--- src/design/tdf_pkg.sv ---
`timescale 1ns / 1ps

package tdf_pkg;

	localparam int WIDTH     = 32;
	localparam int FACTOR_W  = 32;
	localparam int EXP_W     = 6;
	localparam int ITER_W    = $clog2(WIDTH);
	localparam int IN_TDATA_W  = 32;
	localparam int OUT_TDATA_W = ((FACTOR_W + EXP_W + 7) / 8) * 8;

	typedef enum logic [1:0] {
		SEL_DIV,
		SEL_REM,
		SEL_NONE
	} out_sel_t;

	typedef struct packed {
		logic     load;
		logic     div_start;
		logic     take_quot;
		logic     next_div;
		logic     out_load;
		out_sel_t out_sel;
		logic     out_last;
	} dp_cmd_t;

	typedef struct packed {
		logic div_done;
		logic rem_zero;
		logic stop;
		logic rem_le1;
		logic rem_one;
		logic cnt_nz;
	} dp_sts_t;

endpackage

--- src/design/tdf_divider.sv ---
`timescale 1ns / 1ps

module tdf_divider (
	input  logic                      clk,
	input  logic                      arst_n,
	input  logic                      start,
	input  logic [tdf_pkg::WIDTH-1:0] dividend,
	input  logic [tdf_pkg::WIDTH-1:0] divisor,
	output logic [tdf_pkg::WIDTH-1:0] quotient,
	output logic [tdf_pkg::WIDTH-1:0] remainder,
	output logic                      done
);

	logic [tdf_pkg::WIDTH-1:0]  quo_q;
	logic [tdf_pkg::WIDTH-1:0]  rem_q;
	logic [tdf_pkg::WIDTH-1:0]  dsr_q;
	logic [tdf_pkg::ITER_W-1:0] iter_q;
	logic                       busy_q;
	logic                       done_q;
	logic [tdf_pkg::WIDTH:0]    shifted;
	logic [tdf_pkg::WIDTH:0]    diff;

	// one quotient bit per cycle, restoring
	assign shifted = {rem_q, quo_q[tdf_pkg::WIDTH-1]};
	assign diff    = shifted - {1'b0, dsr_q};

	always_ff @(posedge clk or negedge arst_n) begin
		if (!arst_n) begin
			busy_q <= 1'b0;
			done_q <= 1'b0;
			iter_q <= '0;
		end else begin
			done_q <= 1'b0;
			if (start) begin
				busy_q <= 1'b1;
				iter_q <= '0;
			end else if (busy_q) begin
				iter_q <= iter_q + 1'b1;
				if (iter_q == tdf_pkg::ITER_W'(tdf_pkg::WIDTH - 1)) begin
					busy_q <= 1'b0;
					done_q <= 1'b1;
				end
			end
		end
	end

	always_ff @(posedge clk) begin
		if (start) begin
			quo_q <= dividend;
			rem_q <= '0;
			dsr_q <= divisor;
		end else if (busy_q) begin
			quo_q <= {quo_q[tdf_pkg::WIDTH-2:0], ~diff[tdf_pkg::WIDTH]};
			if (!diff[tdf_pkg::WIDTH]) begin
				rem_q <= diff[tdf_pkg::WIDTH-1:0];
			end else begin
				rem_q <= shifted[tdf_pkg::WIDTH-1:0];
			end
		end
	end

	assign quotient  = quo_q;
	assign remainder = rem_q;
	assign done      = done_q;

endmodule

--- src/design/tdf_datapath.sv ---
`timescale 1ns / 1ps

module tdf_datapath (
	input  logic                           clk,
	input  logic                           arst_n,
	input  tdf_pkg::dp_cmd_t               cmd,
	output tdf_pkg::dp_sts_t               sts,
	input  logic [tdf_pkg::WIDTH-1:0]      number,
	output logic [tdf_pkg::FACTOR_W-1:0]   factor,
	output logic [tdf_pkg::EXP_W-1:0]      exponent,
	output logic                           last
);

	logic [tdf_pkg::WIDTH-1:0]    rem_q;
	logic [tdf_pkg::WIDTH-1:0]    div_q;
	logic [tdf_pkg::EXP_W-1:0]    cnt_q;
	logic [tdf_pkg::FACTOR_W-1:0] factor_q;
	logic [tdf_pkg::EXP_W-1:0]    exponent_q;
	logic                         last_q;
	logic [tdf_pkg::WIDTH-1:0]    quo;
	logic [tdf_pkg::WIDTH-1:0]    rmd;
	logic                         done;

	tdf_divider u_divider (
		.clk       (clk),
		.arst_n    (arst_n),
		.start     (cmd.div_start),
		.dividend  (rem_q),
		.divisor   (div_q),
		.quotient  (quo),
		.remainder (rmd),
		.done      (done)
	);

	always_ff @(posedge clk or negedge arst_n) begin
		if (!arst_n) begin
			rem_q <= '0;
			div_q <= tdf_pkg::WIDTH'(2);
			cnt_q <= '0;
		end else begin
			if (cmd.load) begin
				rem_q <= number;
				div_q <= tdf_pkg::WIDTH'(2);
				cnt_q <= '0;
			end else if (cmd.take_quot) begin
				rem_q <= quo;
				cnt_q <= cnt_q + 1'b1;
			end else if (cmd.next_div) begin
				div_q <= div_q + 1'b1;
				cnt_q <= '0;
			end
		end
	end

	always_ff @(posedge clk) begin
		if (cmd.out_load) begin
			last_q <= cmd.out_last;
			case (cmd.out_sel)
				tdf_pkg::SEL_DIV: begin
					factor_q   <= tdf_pkg::FACTOR_W'(div_q);
					exponent_q <= cnt_q;
				end
				tdf_pkg::SEL_REM: begin
					factor_q   <= tdf_pkg::FACTOR_W'(rem_q);
					exponent_q <= tdf_pkg::EXP_W'(1);
				end
				default: begin
					factor_q   <= '0;
					exponent_q <= '0;
				end
			endcase
		end
	end

	assign sts.div_done = done;
	assign sts.rem_zero = (rmd == '0);
	assign sts.stop     = (div_q > quo);
	assign sts.rem_le1  = (rem_q <= tdf_pkg::WIDTH'(1));
	assign sts.rem_one  = (rem_q == tdf_pkg::WIDTH'(1));
	assign sts.cnt_nz   = (cnt_q != '0);

	assign factor   = factor_q;
	assign exponent = exponent_q;
	assign last     = last_q;

endmodule

--- src/design/tdf_ctrl.sv ---
`timescale 1ns / 1ps

module tdf_ctrl (
	input  logic             clk,
	input  logic             arst_n,
	input  logic             in_valid,
	output logic             in_ready,
	output logic             out_valid,
	input  logic             out_ready,
	output tdf_pkg::dp_cmd_t cmd,
	input  tdf_pkg::dp_sts_t sts
);

	typedef enum logic [2:0] {
		ST_IDLE,
		ST_CHECK,
		ST_START,
		ST_WAIT,
		ST_EMIT
	} state_t;

	state_t            state_q;
	logic              first_q;
	logic              out_valid_q;
	tdf_pkg::out_sel_t sel_q;
	logic              last_q;
	logic              out_free;

	assign out_free = !out_valid_q || out_ready;

	always_comb begin
		cmd           = '0;
		cmd.out_sel   = sel_q;
		cmd.out_last  = last_q;
		case (state_q)
			ST_IDLE: begin
				cmd.load = in_valid;
			end
			ST_START: begin
				cmd.div_start = 1'b1;
			end
			ST_WAIT: begin
				if (sts.div_done && !(first_q && sts.stop)) begin
					if (sts.rem_zero) begin
						cmd.take_quot = 1'b1;
					end else if (!sts.cnt_nz) begin
						cmd.next_div = 1'b1;
					end
				end
			end
			ST_EMIT: begin
				if (out_free) begin
					cmd.out_load = 1'b1;
					cmd.next_div = !last_q;
				end
			end
			default: begin
				cmd = '0;
			end
		endcase
	end

	always_ff @(posedge clk or negedge arst_n) begin
		if (!arst_n) begin
			state_q     <= ST_IDLE;
			first_q     <= 1'b0;
			out_valid_q <= 1'b0;
			sel_q       <= tdf_pkg::SEL_NONE;
			last_q      <= 1'b0;
		end else begin
			if (state_q == ST_EMIT && out_free) begin
				out_valid_q <= 1'b1;
			end else if (out_ready) begin
				out_valid_q <= 1'b0;
			end
			case (state_q)
				ST_IDLE: begin
					if (in_valid) begin
						first_q <= 1'b1;
						state_q <= ST_CHECK;
					end
				end
				ST_CHECK: begin
					if (sts.rem_le1) begin
						sel_q   <= tdf_pkg::SEL_NONE;
						last_q  <= 1'b1;
						state_q <= ST_EMIT;
					end else begin
						state_q <= ST_START;
					end
				end
				ST_START: begin
					state_q <= ST_WAIT;
				end
				ST_WAIT: begin
					if (sts.div_done) begin
						if (first_q && sts.stop) begin
							sel_q   <= tdf_pkg::SEL_REM;
							last_q  <= 1'b1;
							state_q <= ST_EMIT;
						end else if (sts.rem_zero) begin
							first_q <= 1'b0;
							state_q <= ST_START;
						end else if (sts.cnt_nz) begin
							sel_q   <= tdf_pkg::SEL_DIV;
							last_q  <= sts.rem_one;
							state_q <= ST_EMIT;
						end else begin
							first_q <= 1'b1;
							state_q <= ST_START;
						end
					end
				end
				ST_EMIT: begin
					if (out_free) begin
						first_q     <= 1'b1;
						state_q     <= last_q ? ST_IDLE : ST_START;
					end
				end
				default: begin
					state_q <= ST_IDLE;
				end
			endcase
		end
	end

	assign in_ready  = (state_q == ST_IDLE);
	assign out_valid = out_valid_q;

endmodule

--- src/design/trial_division_factorizer.sv ---
`timescale 1ns / 1ps

// channel   dir  fields (lowest bit up)                       handshake
// s_axis    in   tdata: number[31:0]                          tvalid/tready
// m_axis    out  tdata: factor[31:0], exponent[37:32], pad    tvalid/tready, tlast = last
//
// one number per run; the next is taken once the last result sits in the output register
// each trial division runs in the shared bit-serial divider
// a run takes about one trial division per trial divisor up to sqrt(n), plus one per prime power
// arst_n clears the controller and the divider; no run survives a reset
// a stalled m_axis transfer holds the controller before it loads the next result

module trial_division_factorizer (
	input  logic                                 clk,
	input  logic                                 arst_n,
	input  logic                                 s_axis_tvalid,
	output logic                                 s_axis_tready,
	input  logic [tdf_pkg::IN_TDATA_W-1:0]       s_axis_tdata,   // number
	output logic                                 m_axis_tvalid,
	input  logic                                 m_axis_tready,
	output logic [tdf_pkg::OUT_TDATA_W-1:0]      m_axis_tdata,   // factor, exponent, zero pad
	output logic                                 m_axis_tlast
);

	tdf_pkg::dp_cmd_t              cmd;
	tdf_pkg::dp_sts_t              sts;
	logic [tdf_pkg::FACTOR_W-1:0]  factor;
	logic [tdf_pkg::EXP_W-1:0]     exponent;

	tdf_ctrl u_ctrl (
		.clk       (clk),
		.arst_n    (arst_n),
		.in_valid  (s_axis_tvalid),
		.in_ready  (s_axis_tready),
		.out_valid (m_axis_tvalid),
		.out_ready (m_axis_tready),
		.cmd       (cmd),
		.sts       (sts)
	);

	tdf_datapath u_datapath (
		.clk      (clk),
		.arst_n   (arst_n),
		.cmd      (cmd),
		.sts      (sts),
		.number   (s_axis_tdata[tdf_pkg::WIDTH-1:0]),
		.factor   (factor),
		.exponent (exponent),
		.last     (m_axis_tlast)
	);

	assign m_axis_tdata = tdf_pkg::OUT_TDATA_W'({exponent, factor});

endmodule

--- config.mk ---
export PLATFORM = sky130hd
export DESIGN_NAME = trial_division_factorizer
export DESIGN_NICKNAME = d
export VERILOG_FILES = /design/src/design/tdf_pkg.sv /design/src/design/tdf_divider.sv /design/src/design/tdf_datapath.sv /design/src/design/tdf_ctrl.sv /design/src/design/trial_division_factorizer.sv
export SDC_FILE = /design/constraint.sdc
export NUM_CORES = 1
export LEC_CHECK = 0
export BUFFER_PORTS_ARGS = -buffer_cell sky130_fd_sc_hd__buf_2
export CAP_MARGIN = 0
export CORE_MARGIN = 5
export CORE_UTILIZATION = 31
export CTS_BUF_LIST = sky130_fd_sc_hd__clkbuf_2
export DETAILED_ROUTE_END_ITERATION = 10
export HOLD_SLACK_MARGIN = 0.12
export PLACE_DENSITY = 0.6
export SLEW_MARGIN = 20
export SYNTH_ARGS = -nofsm -noshare
export SYNTH_HDL_FRONTEND = slang
export SYNTH_SLANG_ARGS = --single-unit
--- constraint.sdc ---
create_clock -name clk -period 3.03 [get_ports clk]
set_input_delay 0.1515 -clock clk [delete_from_list [all_inputs] [get_ports clk]]
set_output_delay 0.1515 -clock clk [all_outputs]
set_load 0.02 [all_outputs]
== Word level (Yosys, flattened, before mapping) ==
Index checks and enable logic that the tools add are counted.
Cells by class
  $add $sub $neg: 4
  order comparisons: 2
  equal/unequal tests: 16
  muxes and demuxes: 62
  bitwise operators: 1
  reductions and logical operators: 23
Operators by type and width (count)
  two-way mux 32 bit: 8
  one-hot mux 32 bit (2 select lines): 1
  subtractor 33 x 32 -> 33 bit: 1
  adder 32 x 1 -> 32 bit, second input constant: 1
  == test 32 x 1 -> 1 bit, second input constant: 1
  > comparator 32 bit: 1
  <= comparator 32 x 1 -> 1 bit, second input constant: 1
  logical NOT 32 bit: 1
  two-way mux 1 bit: 26
  two-way mux 3 bit: 8
  two-way mux 6 bit: 3
  two-way mux 2 bit: 8
  one-hot mux 3 bit (5 select lines): 1
  one-hot mux 6 bit (2 select lines): 1
  two-way mux 5 bit: 2
  nonzero test 2 bit: 5
  adder 6 x 1 -> 6 bit, second input constant: 1
  == test 3 x 2 -> 1 bit, second input constant: 2
  != test 2 x 1 -> 1 bit, second input constant: 3
  != test 2 bit, second input constant: 3
  AND reduction 6 bit: 1
  nonzero test 3 bit: 2
  nonzero test 6 bit: 1
  adder 5 x 1 -> 5 bit, second input constant: 1
  other kinds (20): 25
Storage, ports and cells
  register bits: 220
  logic and storage cells: 125

== Longest topological paths before layout ==
Gate-level depths: netlist (run 1).
  word-level depth: 9
  depth in mapped cells: 14
  depth with buffers taken out: 13

== Modules after synthesis ==
Synthesis (run 1) repeated with hierarchy kept, for this count alone.
Unflattened totals
  cell total of the unflattened synthesis: 1208
  area total of the unflattened synthesis: 12560.8 sq um
Modules (own cells, without submodules)
  tdf_datapath: times used 1, cells an instance 605, area each 6090.8 sq um, sequential area each 2924.1 sq um
  tdf_divider: times used 1, cells an instance 543, area each 5911.9 sq um, sequential area each 2737.6 sq um
  tdf_ctrl: times used 1, cells an instance 57, area each 539.3 sq um, sequential area each 201.4 sq um
  trial_division_factorizer: times used 1, cells an instance 3, area each 18.8 sq um, sequential area each 0.0 sq um

== Worst setup path before layout (run 1) ==
No wires, ideal clock.
  path type: reg-to-reg
  from: register u_datapath.u_divider.quo_q, in the netlist u_datapath.u_divider.quotient[31]
  to: register u_datapath.u_divider.rem_q, in the netlist u_datapath.u_divider.remainder[27]
  library setup time: 197 ps
  arrival: 2884 ps
  required time: 2833 ps
  slack: -51 ps
  cell stages (with the launch flop): 15
  buffers on the path: 1
  cell sequence: edfxtp_1 inv_1 ha_1 fa_1 and2b_1 o2111ai_1 a31o_2 a31oi_2 a21oi_4 o31ai_2 a221oi_2 xnor2_2 buf_6 mux2i_1 a211oi_1
On the way
  word-level cells in the longest chain between the ends: 2
Ends and longest elaborated chain
  from (decl): RTL line tdf_divider.sv:14  | logic [tdf_pkg::WIDTH-1:0] quo_q;
  from (signal assigned): RTL line tdf_divider.sv:49  | quo_q <= dividend;
  from (signal assigned): RTL line tdf_divider.sv:53  | quo_q <= {quo_q[tdf_pkg::WIDTH-2:0], ~diff[tdf_pkg::WIDTH]};
  subtractor 33 x 32 -> 33 bit: RTL line tdf_divider.sv:25  | assign diff = shifted - {1'b0, dsr_q};
  two-way mux 32 bit: RTL line tdf_divider.sv:54  | if (!diff[tdf_pkg::WIDTH]) begin
  to (signal assigned): RTL line tdf_divider.sv:55  | rem_q <= diff[tdf_pkg::WIDTH-1:0];
  to (signal assigned): RTL line tdf_divider.sv:57  | rem_q <= shifted[tdf_pkg::WIDTH-1:0];
  to (decl): RTL line tdf_divider.sv:15  | logic [tdf_pkg::WIDTH-1:0] rem_q;
Every way passes these cells.
A chain may end at the register's enable or synchronous reset.

== Worst setup path in the final report (run 1) ==
  from: register u_datapath.u_divider.dsr_q[0] in the netlist's numbering
  to: register u_datapath.u_divider.rem_q, in the netlist u_datapath.u_divider.remainder[16]
On the way
  word-level cells in the longest chain between the ends: 2
Ends and longest elaborated chain
  from (decl): RTL line tdf_divider.sv:16  | logic [tdf_pkg::WIDTH-1:0] dsr_q;
  from (signal assigned): RTL line tdf_divider.sv:51  | dsr_q <= divisor;
  subtractor 33 x 32 -> 33 bit: RTL line tdf_divider.sv:25
  two-way mux 32 bit: RTL line tdf_divider.sv:54
Every way passes these cells.

==> results.cfg, run 1 <==
[placement]
hpwl_um = 23000
gp_congestion = 0.849
portBuffers = 76
post-place-ws_ns = -0.260

[synthesis]
avgSynthCellArea_um2 = 9.98
netlist_area_um2 = 12100
synth_seq_cells = 220
synth_top_area_frac = 0.255
yosys_warnings = 0
synth_area_leader_cell = edfxtp_1
ys.flop_type = edfxtp_1
ys_async_sr_fraction = 0.386
synthCells = 1215
synth.area.top_cells = edfxtp_1 (26%), dfrtp_1 (17%), ha_1 (7.1%)
synth_edf_count = 103
synth.distinct_cells = 71
yosysMostFrequentCell = nand2_1
ys_top_cells_by_count = nand2_1 (147), edfxtp_1 (103), inv_1 (89)
synth.yosys.seq_area_share = 0.483

[die]
pin_count = 79
rows = 72
initial_core_util = 0.314
die_width_um = 208
die_y_um = 208
core_area_um2 = 38600
dieArea_um2 = 43200

[grt]
grt_util_all_layers = 0.152
grt_max_degree = 70
antenna_found_initial = 1
grt_pass1_wl_um = 55000
grt_remaining_overflow = 0
grt_pass1_vias = 10362

[timing]
maxSlewViolCount = 0
whs_ns = 0.257
finalSetupTns_ns = -3.51
final.period_utilization = 1.05
finalCriticalPeriod_ns = 3.19
finalHoldViolCount = 0
fin_ws_ns = -0.165
tightestPinTransition_ns = 1.17
clock.fmax_mhz = 313
rsz0062_at_grt = true
max-slew-margin-rel = 0.217
setup_violations = 31
finClkSkew_ns = 0.0584

[clock_network]
clock_latency_ns = 0.88
cts-htree-levels = 2
clock-sinks = 220
clockRootBuffer = clkbuf_2
path_clk_slew_ns = 0.10
clockBufferDepth = 3
cts_tree = done
cts_buffers = 55

[outcome]
violations = setup timing
status = complete, but fails checks

[worst_setup_path]
endpoint_kind = flop
critPathMaxFanout = 6
crit_required_ns = 3.76
start_kind = flop
worst_ep_arrival_time_ns = 3.93
r2r_slack_ns = -0.16
crit_type = flop to flop

[drt]
first_pass_iters = 5
vias_per_cell = 5.02
drt_iter0_markers = 689
drc = 0
vias = 10225
ant_nets = 0
wirelength_um = 33900
avgRoutedWirePerCell_um = 16.7

[finish]
final_util = 0.402
final_net_count = 1577
drive_above_1_share = 0.223
syn_to_final_growth_pct = 28.0

[pwr]
p_leak_uw = 0.00677
max-vdd-ir-drop_uv = 489
p_per_area_nw_per_um2 = 958

[hold_path]
min_path_type = primary input to flop

[run]
maxCapViolCount = 0
cell families (layout without fill, tap and decap cells):
| family | Yosys count | count (layout) | share of synthesized area |
|---|---|---|---|
| AOI/OAI and AO/OA | 330 | 330 | 0.188 |
| xor gates and xnor gates | 54 | 54 | 0.0396 |
| adders and majority gates | 70 | 70 | 0.0728 |
| buffers and inverters | 152 | 453 | 0.0500 |
| DFF | 220 | 220 | 0.483 |
| muxes | 35 | 35 | 0.0291 |
| other | 1 | 3 | 0.000309 |
| and+or+nand+nor | 353 | 353 | 0.137 |
report_power, final:
part / leakage [µW] / switching [µW] / internal, µW
logic: 0.00399 / 4180 / 3850
registers: 0.00240 / 688 / 4150
clock network: 0.000385 / 1290 / 729
timing repair:
| action | 4_1_cts | 5_1_grt |
|---|---|---|
| setup endpoints to repair | 49 | 81 |
| resized for setup | 31 | 38 |
| hold buffers | 70 | 0 |
| buffers inserted | 8 | 4 |
| gates cloned | 2 | 1 |
| endpoints found under the hold margin | 139 | 0 |
| pin swaps | 15 | 19 |
state kept, by name (all words and copies together), names as in the netlist:
| register | flops |
|---|---|
| u_datapath.factor | 32 |
| u_datapath.u_divider.quotient | 32 |
| u_datapath.cnt_q | 6 |
| u_datapath.exponent | 6 |
| u_datapath.u_divider.remainder | 32 |
| u_datapath.div_q | 32 |
| u_ctrl.state_q | 3 |
| u_datapath.u_divider.busy_q | 1 |
| u_datapath.rem_q | 32 |
| u_ctrl.out_valid | 1 |
| u_ctrl.first_q | 1 |
| u_datapath.u_divider.dsr_q | 32 |
| u_ctrl.sel_q | 2 |
| u_datapath.u_divider.done | 1 |
| u_datapath.u_divider.iter_q | 5 |
| u_ctrl.last_q | 1 |
| u_datapath.last | 1 |
worst paths after layout:
kind                                                      end                         startpoint  depth (start not counted)
max                        u_datapath.u_divider.remainder[16]      u_datapath.u_divider.dsr_q[0]                         14
min                                         u_ctrl.state_q[0]                      s_axis_tvalid                          5
max reg2reg                u_datapath.u_divider.remainder[16]      u_datapath.u_divider.dsr_q[0]                         14
min reg2reg                              u_datapath.rem_q[16]  u_datapath.u_divider.quotient[16]                          2
max in group asynchronous                u_datapath.rem_q[22]                             arst_n                          4
min in group asynchronous                     u_ctrl.sel_q[1]                             arst_n                          3
routing by layer:
metal  wire length [µm]  up-vias  global-route usage
met2              16500      229               0.261
met1              15300     4939               0.201
met5                  0        -                   0
li1                   -     4993                   -
met4                793        0              0.0439
met3               1300       64              0.0227
layout by cell type, fill, tap and decap left out, drive strengths merged, types with 32 or more instances in the layout:
cell,instances
a21oi,67
dfxtp,32
mux2i,33
inv,88
clkbuf,83
nand3,33
ha,69
a22o,36
buf,190
xnor2,42
a22oi,37
o21ai,86
nand2,147
dlygate4sd3,69
edfxtp,103
dfrtp,83
nor2,65
worst max-delay path: stages, from the launching register on:
cell and delay [ns]:
edfxtp_1 0.42, ha_4 0.19, fa_2 0.34, and2b_1 0.23, o2111ai_2 0.13, a31o_2 0.26, a31oi_4 0.23, a21oi_4 0.09
o31ai_4 0.21, a221oi_4 0.12, xnor2_4 0.27, buf_4 0.18, clkbuf_16 0.15, mux2i_1 0.17, a21oi_1 0.08
per-stage QoR:
stage	cell area [µm²]	total power, µW	std cells
after floorplan	12100	9740	1216
after global placement	13800	11700	1848
after detailed placement	13800	11800	1848
after CTS	15200	14600	2031
after global routing	15500	16100	2036
final	15500	14900	2036
final cells by class:
cell class	instances	area [µm²]
flip-flops and latches	220	5860
clock buffers	82	410
multi-input cells	844	6060
repair buffers	260	2120
inverters	90	339
fillers	3755	23100
clock inverters	21	85.1
well taps	518	648
diodes	1	2.50
Power figures use the tool's default switching activity.
==> run 2, diff against run 1 <==
--- a/config.mk
+++ b/config.mk
@@ -5,14 +5,15 @@
 export SDC_FILE = /design/constraint.sdc
 export NUM_CORES = 1
 export LEC_CHECK = 0
-export BUFFER_PORTS_ARGS = -buffer_cell sky130_fd_sc_hd__buf_2
 export CAP_MARGIN = 0
 export CORE_MARGIN = 5
 export CORE_UTILIZATION = 31
 export CTS_BUF_LIST = sky130_fd_sc_hd__clkbuf_2
 export DETAILED_ROUTE_END_ITERATION = 10
+export DONT_BUFFER_PORTS = 1
 export HOLD_SLACK_MARGIN = 0.12
-export PLACE_DENSITY = 0.6
+export PLACE_DENSITY = 0.58
+export SKIP_LAST_GASP = 1
 export SLEW_MARGIN = 20
 export SYNTH_ARGS = -nofsm -noshare
 export SYNTH_HDL_FRONTEND = slang
==> run 2 against run 1 <==
Effect of this change:
- the flow still finishes with violations (setup timing)
- hold slack improved by 0.013 ns
- utilization decreased by 0.69 points
- via count decreased by 2.2%
- global-route usage decreased by 0.18 points
- register-to-register slack got worse by 0.07 ns
- non-clock buffer count decreased by 63
- critical path depth increased by 1
==> results.cfg, run 2 (same netlist as run 1, synthesis figures left out) <==
[hold_path]
whs_endpoint = u_ctrl.state_q[0]
holdPathStages = 4
min_path_type = primary input to flop
min_from = s_axis_tvalid

[drt]
first_pass_iters = 6
wirelength_um = 34200
drt_iter0_markers = 782
drc = 0
vias_per_cell = 5.09
ant_nets = 0
avgRoutedWirePerCell_um = 17.4
vias = 10004

[clock_network]
clockRootBuffer = clkbuf_2
clockBufferDepth = 3
clock-sinks = 220
clock_latency_ns = 0.89
path_clk_slew_ns = 0.11
cts-htree-levels = 2
cts_buffers = 52
cts_tree = done

[grt]
grt_pass1_wl_um = 53600
grt_remaining_overflow = 0
antenna_found_initial = 1
grt_util_all_layers = 0.151
grt_max_degree = 84
grt_pass1_vias = 9911

[finish]
fillers = 3796
layout_common_cells = nand2_1 (146), buf_4 (113), edfxtp_1 (103)
final_area_um2 = 15300
syn_to_final_growth_pct = 25.8
drive_above_1_share = 0.192
seq_area_um2 = 5860
layout_commonest_cell = nand2_1
multiInputGateArea_um2 = 6080
final_net_count = 1511

[timing]
clock.fmax_mhz = 306
final.period_utilization = 1.08
max-slew-margin-rel = 0.211
finalHoldViolCount = 0
maxSlewViolCount = 0
rsz0062_at_grt = true
finalCriticalPeriod_ns = 3.27
setup_violations = 33
finClkSkew_ns = 0.0744
fin_ws_ns = -0.235
tightestPinTransition_ns = 1.18

[die]
die_y_um = 208
rows = 72
core_area_um2 = 38600
pin_count = 79
initial_core_util = 0.314
dieArea_um2 = 43200
die_width_um = 208

[pwr]
clkPwrFrac = 0.137
seq_power_share = 0.331
p_switching_uw = 6060
power_frac_comb = 0.532
p_leak_uw = 0.00654
intPower_uw = 8600
p_sw_frac = 0.413
p_total_uw = 14700
p_per_area_nw_per_um2 = 961
max-vdd-ir-drop_uv = 428

[worst_setup_path]
regToRegStartpoint = u_datapath.u_divider.quotient[31]
crit_required_ns = 3.75
endpoint_kind = flop
critPathMaxFanout = 6
start_kind = flop
reg2reg_depth = 15
r2r_slack_ns = -0.24
startpoint = u_datapath.u_divider.quotient[31]
r2r-end = u_datapath.u_divider.remainder[11]
worst_ep_arrival_time_ns = 3.99
crit_type = flop to flop

[outcome]
violations = setup timing
status = complete, but fails checks

[placement]
hpwl_um = 23100
gp_congestion = 0.835
portBuffers = 0
post-place-ws_ns = -0.215
placed_area_um2 = 13400

[run]
maxCapViolCount = 0
[run 2: area by class of cell]
cell class                      instances  area share
Antenna cell                            1    0.000164
Clock buffer                           77      0.0253
Clock inverter                         20     0.00697
Inverter                               90      0.0222
Multi-Input combinational cell        844       0.399
Sequential cell                       220       0.384
Tap cell                              518      0.0425
Timing Repair Buffer                  197       0.120
[run 2: power by group through the flow]
stage	registers (µW)	logic, µW	clock network [µW]
CTS	4840	7640	2080
global placement	4890	6900	0
detailed placement	4900	7000	0
floorplan	4670	5070	0
global route	4960	8610	2220
finish	4860	7800	2010
[run 2: routing by layer]
layer  track usage  part of all wire  wire length, µm
met1         0.194              0.44            15100
met4        0.0467             0.026              906
met2         0.259              0.49            16600
met5             0                 0                0
met3        0.0251             0.047             1620
[run 2: worst max path at each step]
stage,to,slack [ns],depth (start not counted)
6_report,u_datapath.u_divider.remainder[11],-0.24,15
5_1_grt,u_datapath.u_divider.remainder[11],-0.42,15
4_1_cts,u_datapath.u_divider.remainder[11],-0.17,14
3_5_place_dp,u_datapath.u_divider.remainder[4],-0.22,14
3_3_place_gp,u_datapath.u_divider.remainder[4],-0.14,14
2_1_floorplan,u_datapath.u_divider.remainder[27],0.02,14
[run 2: through the flow]
step	setup TNS [ns]	hold slack, ns	cells	utilization
finish	-5.15	0.270	1967	0.395
global route	-12.78	0.276	1967	0.395
CTS	-3.53	0.157	1953	0.385
detailed placement	-6.42	-0.141	1777	0.347
global placement	-3.69	-0.141	1777	0.347
floorplan	0	-0.144	1216	-
[run 2: worst max-delay path: stages, from the launching register on]
cell	delay, ns
edfxtp_1	0.36
inv_1	0.06
ha_2	0.18
fa_2	0.35
and2b_1	0.24
o2111ai_2	0.12
a31o_2	0.30
a31oi_4	0.18
a21oi_4	0.09
o31ai_2	0.20
a221oi_2	0.13
xnor2_4	0.35
buf_12	0.16
buf_16	0.11
mux2i_2	0.20
a21oi_1	0.08
[run 2: what timing repair did]
item | in CTS | in global routing
hold endpoints to repair | 201 | 0
resized for setup | 31 | 38
hold buffers | 71 | 0
buffers inserted | 7 | 13
endpoints found under the setup margin | 93 | 98
pin swaps | 9 | 21
gates cloned | 2 | 1
==> run 3, diff against run 2 <==
--- a/config.mk
+++ b/config.mk
@@ -5,14 +5,14 @@
 export SDC_FILE = /design/constraint.sdc
 export NUM_CORES = 1
 export LEC_CHECK = 0
+export BUFFER_PORTS_ARGS = -buffer_cell sky130_fd_sc_hd__buf_2
 export CAP_MARGIN = 0
 export CORE_MARGIN = 5
 export CORE_UTILIZATION = 31
 export CTS_BUF_LIST = sky130_fd_sc_hd__clkbuf_2
 export DETAILED_ROUTE_END_ITERATION = 10
-export DONT_BUFFER_PORTS = 1
 export HOLD_SLACK_MARGIN = 0.12
-export PLACE_DENSITY = 0.58
+export PLACE_DENSITY = 0.6
 export SKIP_LAST_GASP = 1
 export SLEW_MARGIN = 20
 export SYNTH_ARGS = -nofsm -noshare
==> run 3 against run 2 <==
Effect of this change:
- the run still ends with setup timing left
- sequential power is essentially flat
- clock skew shrank 0.019 ns
- clock power is essentially flat
- final area grew 1.8%
- combinational power grew 2.9%
- flip-flop and latch count is the same
- first-iteration DRC count shrank 12%
- count of clock-buffer cells in the layout grew 5
- sequential share of layout area shrank 0.66 points
- utilization grew 0.69 points
==> results.cfg, run 3 (same netlist as run 1, synthesis figures left out) <==
[outcome]
status = complete, but fails checks
violations = setup timing

[die]
pin_count = 79
rows = 72
core_area_um2 = 38600
die_width_um = 208
dieArea_um2 = 43200
initial_core_util = 0.314
die_y_um = 208

[drt]
avgRoutedWirePerCell_um = 16.6
wirelength_um = 33900
vias = 10244
first_pass_iters = 5
drt_iter0_markers = 687
drc = 0
vias_per_cell = 5.03
ant_nets = 0

[clock_network]
clock-sinks = 220
clock_latency_ns = 0.88
cts_tree = done
cts_buffers = 55
cts-htree-levels = 2
path_clk_slew_ns = 0.11
clockRootBuffer = clkbuf_2
clockBufferDepth = 3

[pwr]
p_per_area_nw_per_um2 = 958
max-vdd-ir-drop_uv = 487
p_leak_uw = 0.00677

[placement]
gp_congestion = 0.849
post-place-ws_ns = -0.260
portBuffers = 76
hpwl_um = 23000

[timing]
finalHoldViolCount = 0
tightestPinTransition_ns = 1.16
fin_ws_ns = -0.171
final.period_utilization = 1.06
finalCriticalPeriod_ns = 3.20
setup_violations = 32
clock.fmax_mhz = 312
maxSlewViolCount = 0
finClkSkew_ns = 0.0557
rsz0062_at_grt = true
max-slew-margin-rel = 0.223

[finish]
syn_to_final_growth_pct = 28.0
layout_commonest_cell = nand2_1
drive_above_1_share = 0.223
layout_common_cells = nand2_1 (145), edfxtp_1 (103), buf_4 (100)
final_net_count = 1577
final_util = 0.402

[worst_setup_path]
crit_type = flop to flop
start_kind = flop
crit_required_ns = 3.77
r2r_slack_ns = -0.17
critPathMaxFanout = 6
endpoint_kind = flop
worst_ep_arrival_time_ns = 3.94

[grt]
grt_remaining_overflow = 0
antenna_found_initial = 1
grt_pass1_vias = 10362
grt_pass1_wl_um = 55000
grt_max_degree = 70
grt_util_all_layers = 0.152

[hold_path]
min_path_type = primary input to flop

[run]
maxCapViolCount = 0
run 3: worst paths after layout:
check / to / depth (start not counted) / start
setup reg to reg: u_datapath.u_divider.remainder[3] / 14 / u_datapath.u_divider.dsr_q[0]
hold / removal: u_ctrl.state_q[0] / 5 / s_axis_tvalid
min in group asynchronous: u_ctrl.sel_q[1] / 3 / arst_n
max in group asynchronous: u_datapath.rem_q[22] / 4 / arst_n
hold reg to reg: u_datapath.rem_q[27] / 2 / u_datapath.u_divider.quotient[27]
setup / recovery: u_datapath.u_divider.remainder[3] / 14 / u_datapath.u_divider.dsr_q[0]
run 3: per-stage QoR:
stage / hold WS [ns] / instance area [µm²] / instances / total power, µW / setup TNS [ns]
floorplan: -0.144 / 12100 / 1216 / 9740 / 0
global placement: 0.280 / 13800 / 1848 / 11700 / -4.29
global route: 0.249 / 15500 / 2036 / 16100 / -8.84
finish: 0.255 / 15500 / 2036 / 14900 / -3.74
CTS: 0.138 / 15200 / 2031 / 14600 / -4.19
detailed placement: 0.283 / 13800 / 1848 / 11800 / -7.15
run 3: area by class of cell:
| type | count | area, µm² |
|---|---|---|
| clock buffer | 82 | 410 |
| tap | 518 | 648 |
| fill | 3755 | 23100 |
| multi-input combinational | 844 | 6060 |
| inverter | 90 | 339 |
| antenna | 1 | 2.50 |
| timing repair buffer | 260 | 2120 |
| sequential | 220 | 5860 |
| clock inverter | 21 | 85.1 |
run 3: worst max-delay path, cell delays in order (launching register included):
cell and delay [ns]:
edfxtp_1 0.42, ha_4 0.19, fa_2 0.34, and2b_1 0.23, o2111ai_2 0.13, a31o_2 0.26
a31oi_4 0.24, a21oi_4 0.09, o31ai_4 0.21, a221oi_4 0.12, xnor2_4 0.27, buf_4 0.18
clkbuf_16 0.15, mux2i_1 0.18, a21oi_1 0.08
run 3: routing by layer:
| metal | part of all wire | wire (µm) | global-route usage |
|---|---|---|---|
| met1 | 0.45 | 15100 | 0.201 |
| met5 | 0 | 0 | 0 |
| met2 | 0.49 | 16500 | 0.261 |
| met4 | 0.023 | 785 | 0.0439 |
| met3 | 0.042 | 1430 | 0.0227 |
run 3: power breakdown:
| group | switching, µW | total [µW] | internal, µW | leakage, µW |
|---|---|---|---|---|
| Clock | 1290 | 2020 | 729 | 0.000385 |
| Sequential | 683 | 4830 | 4150 | 0.00240 |
| Combinational | 4180 | 8030 | 3850 | 0.00399 |
| Total | 6150 | 14900 | 8720 | 0.00677 |
run 3: repair_timing:
| item | 4_1_cts | 5_1_grt |
|---|---|---|
| hold buffers | 70 | 0 |
| setup buffers | 8 | 4 |
| hold endpoints to repair | 139 | 0 |
| endpoints found under the setup margin | 49 | 81 |
| gates cloned | 2 | 1 |
| pin swaps | 15 | 16 |
| gates resized for setup | 31 | 38 |
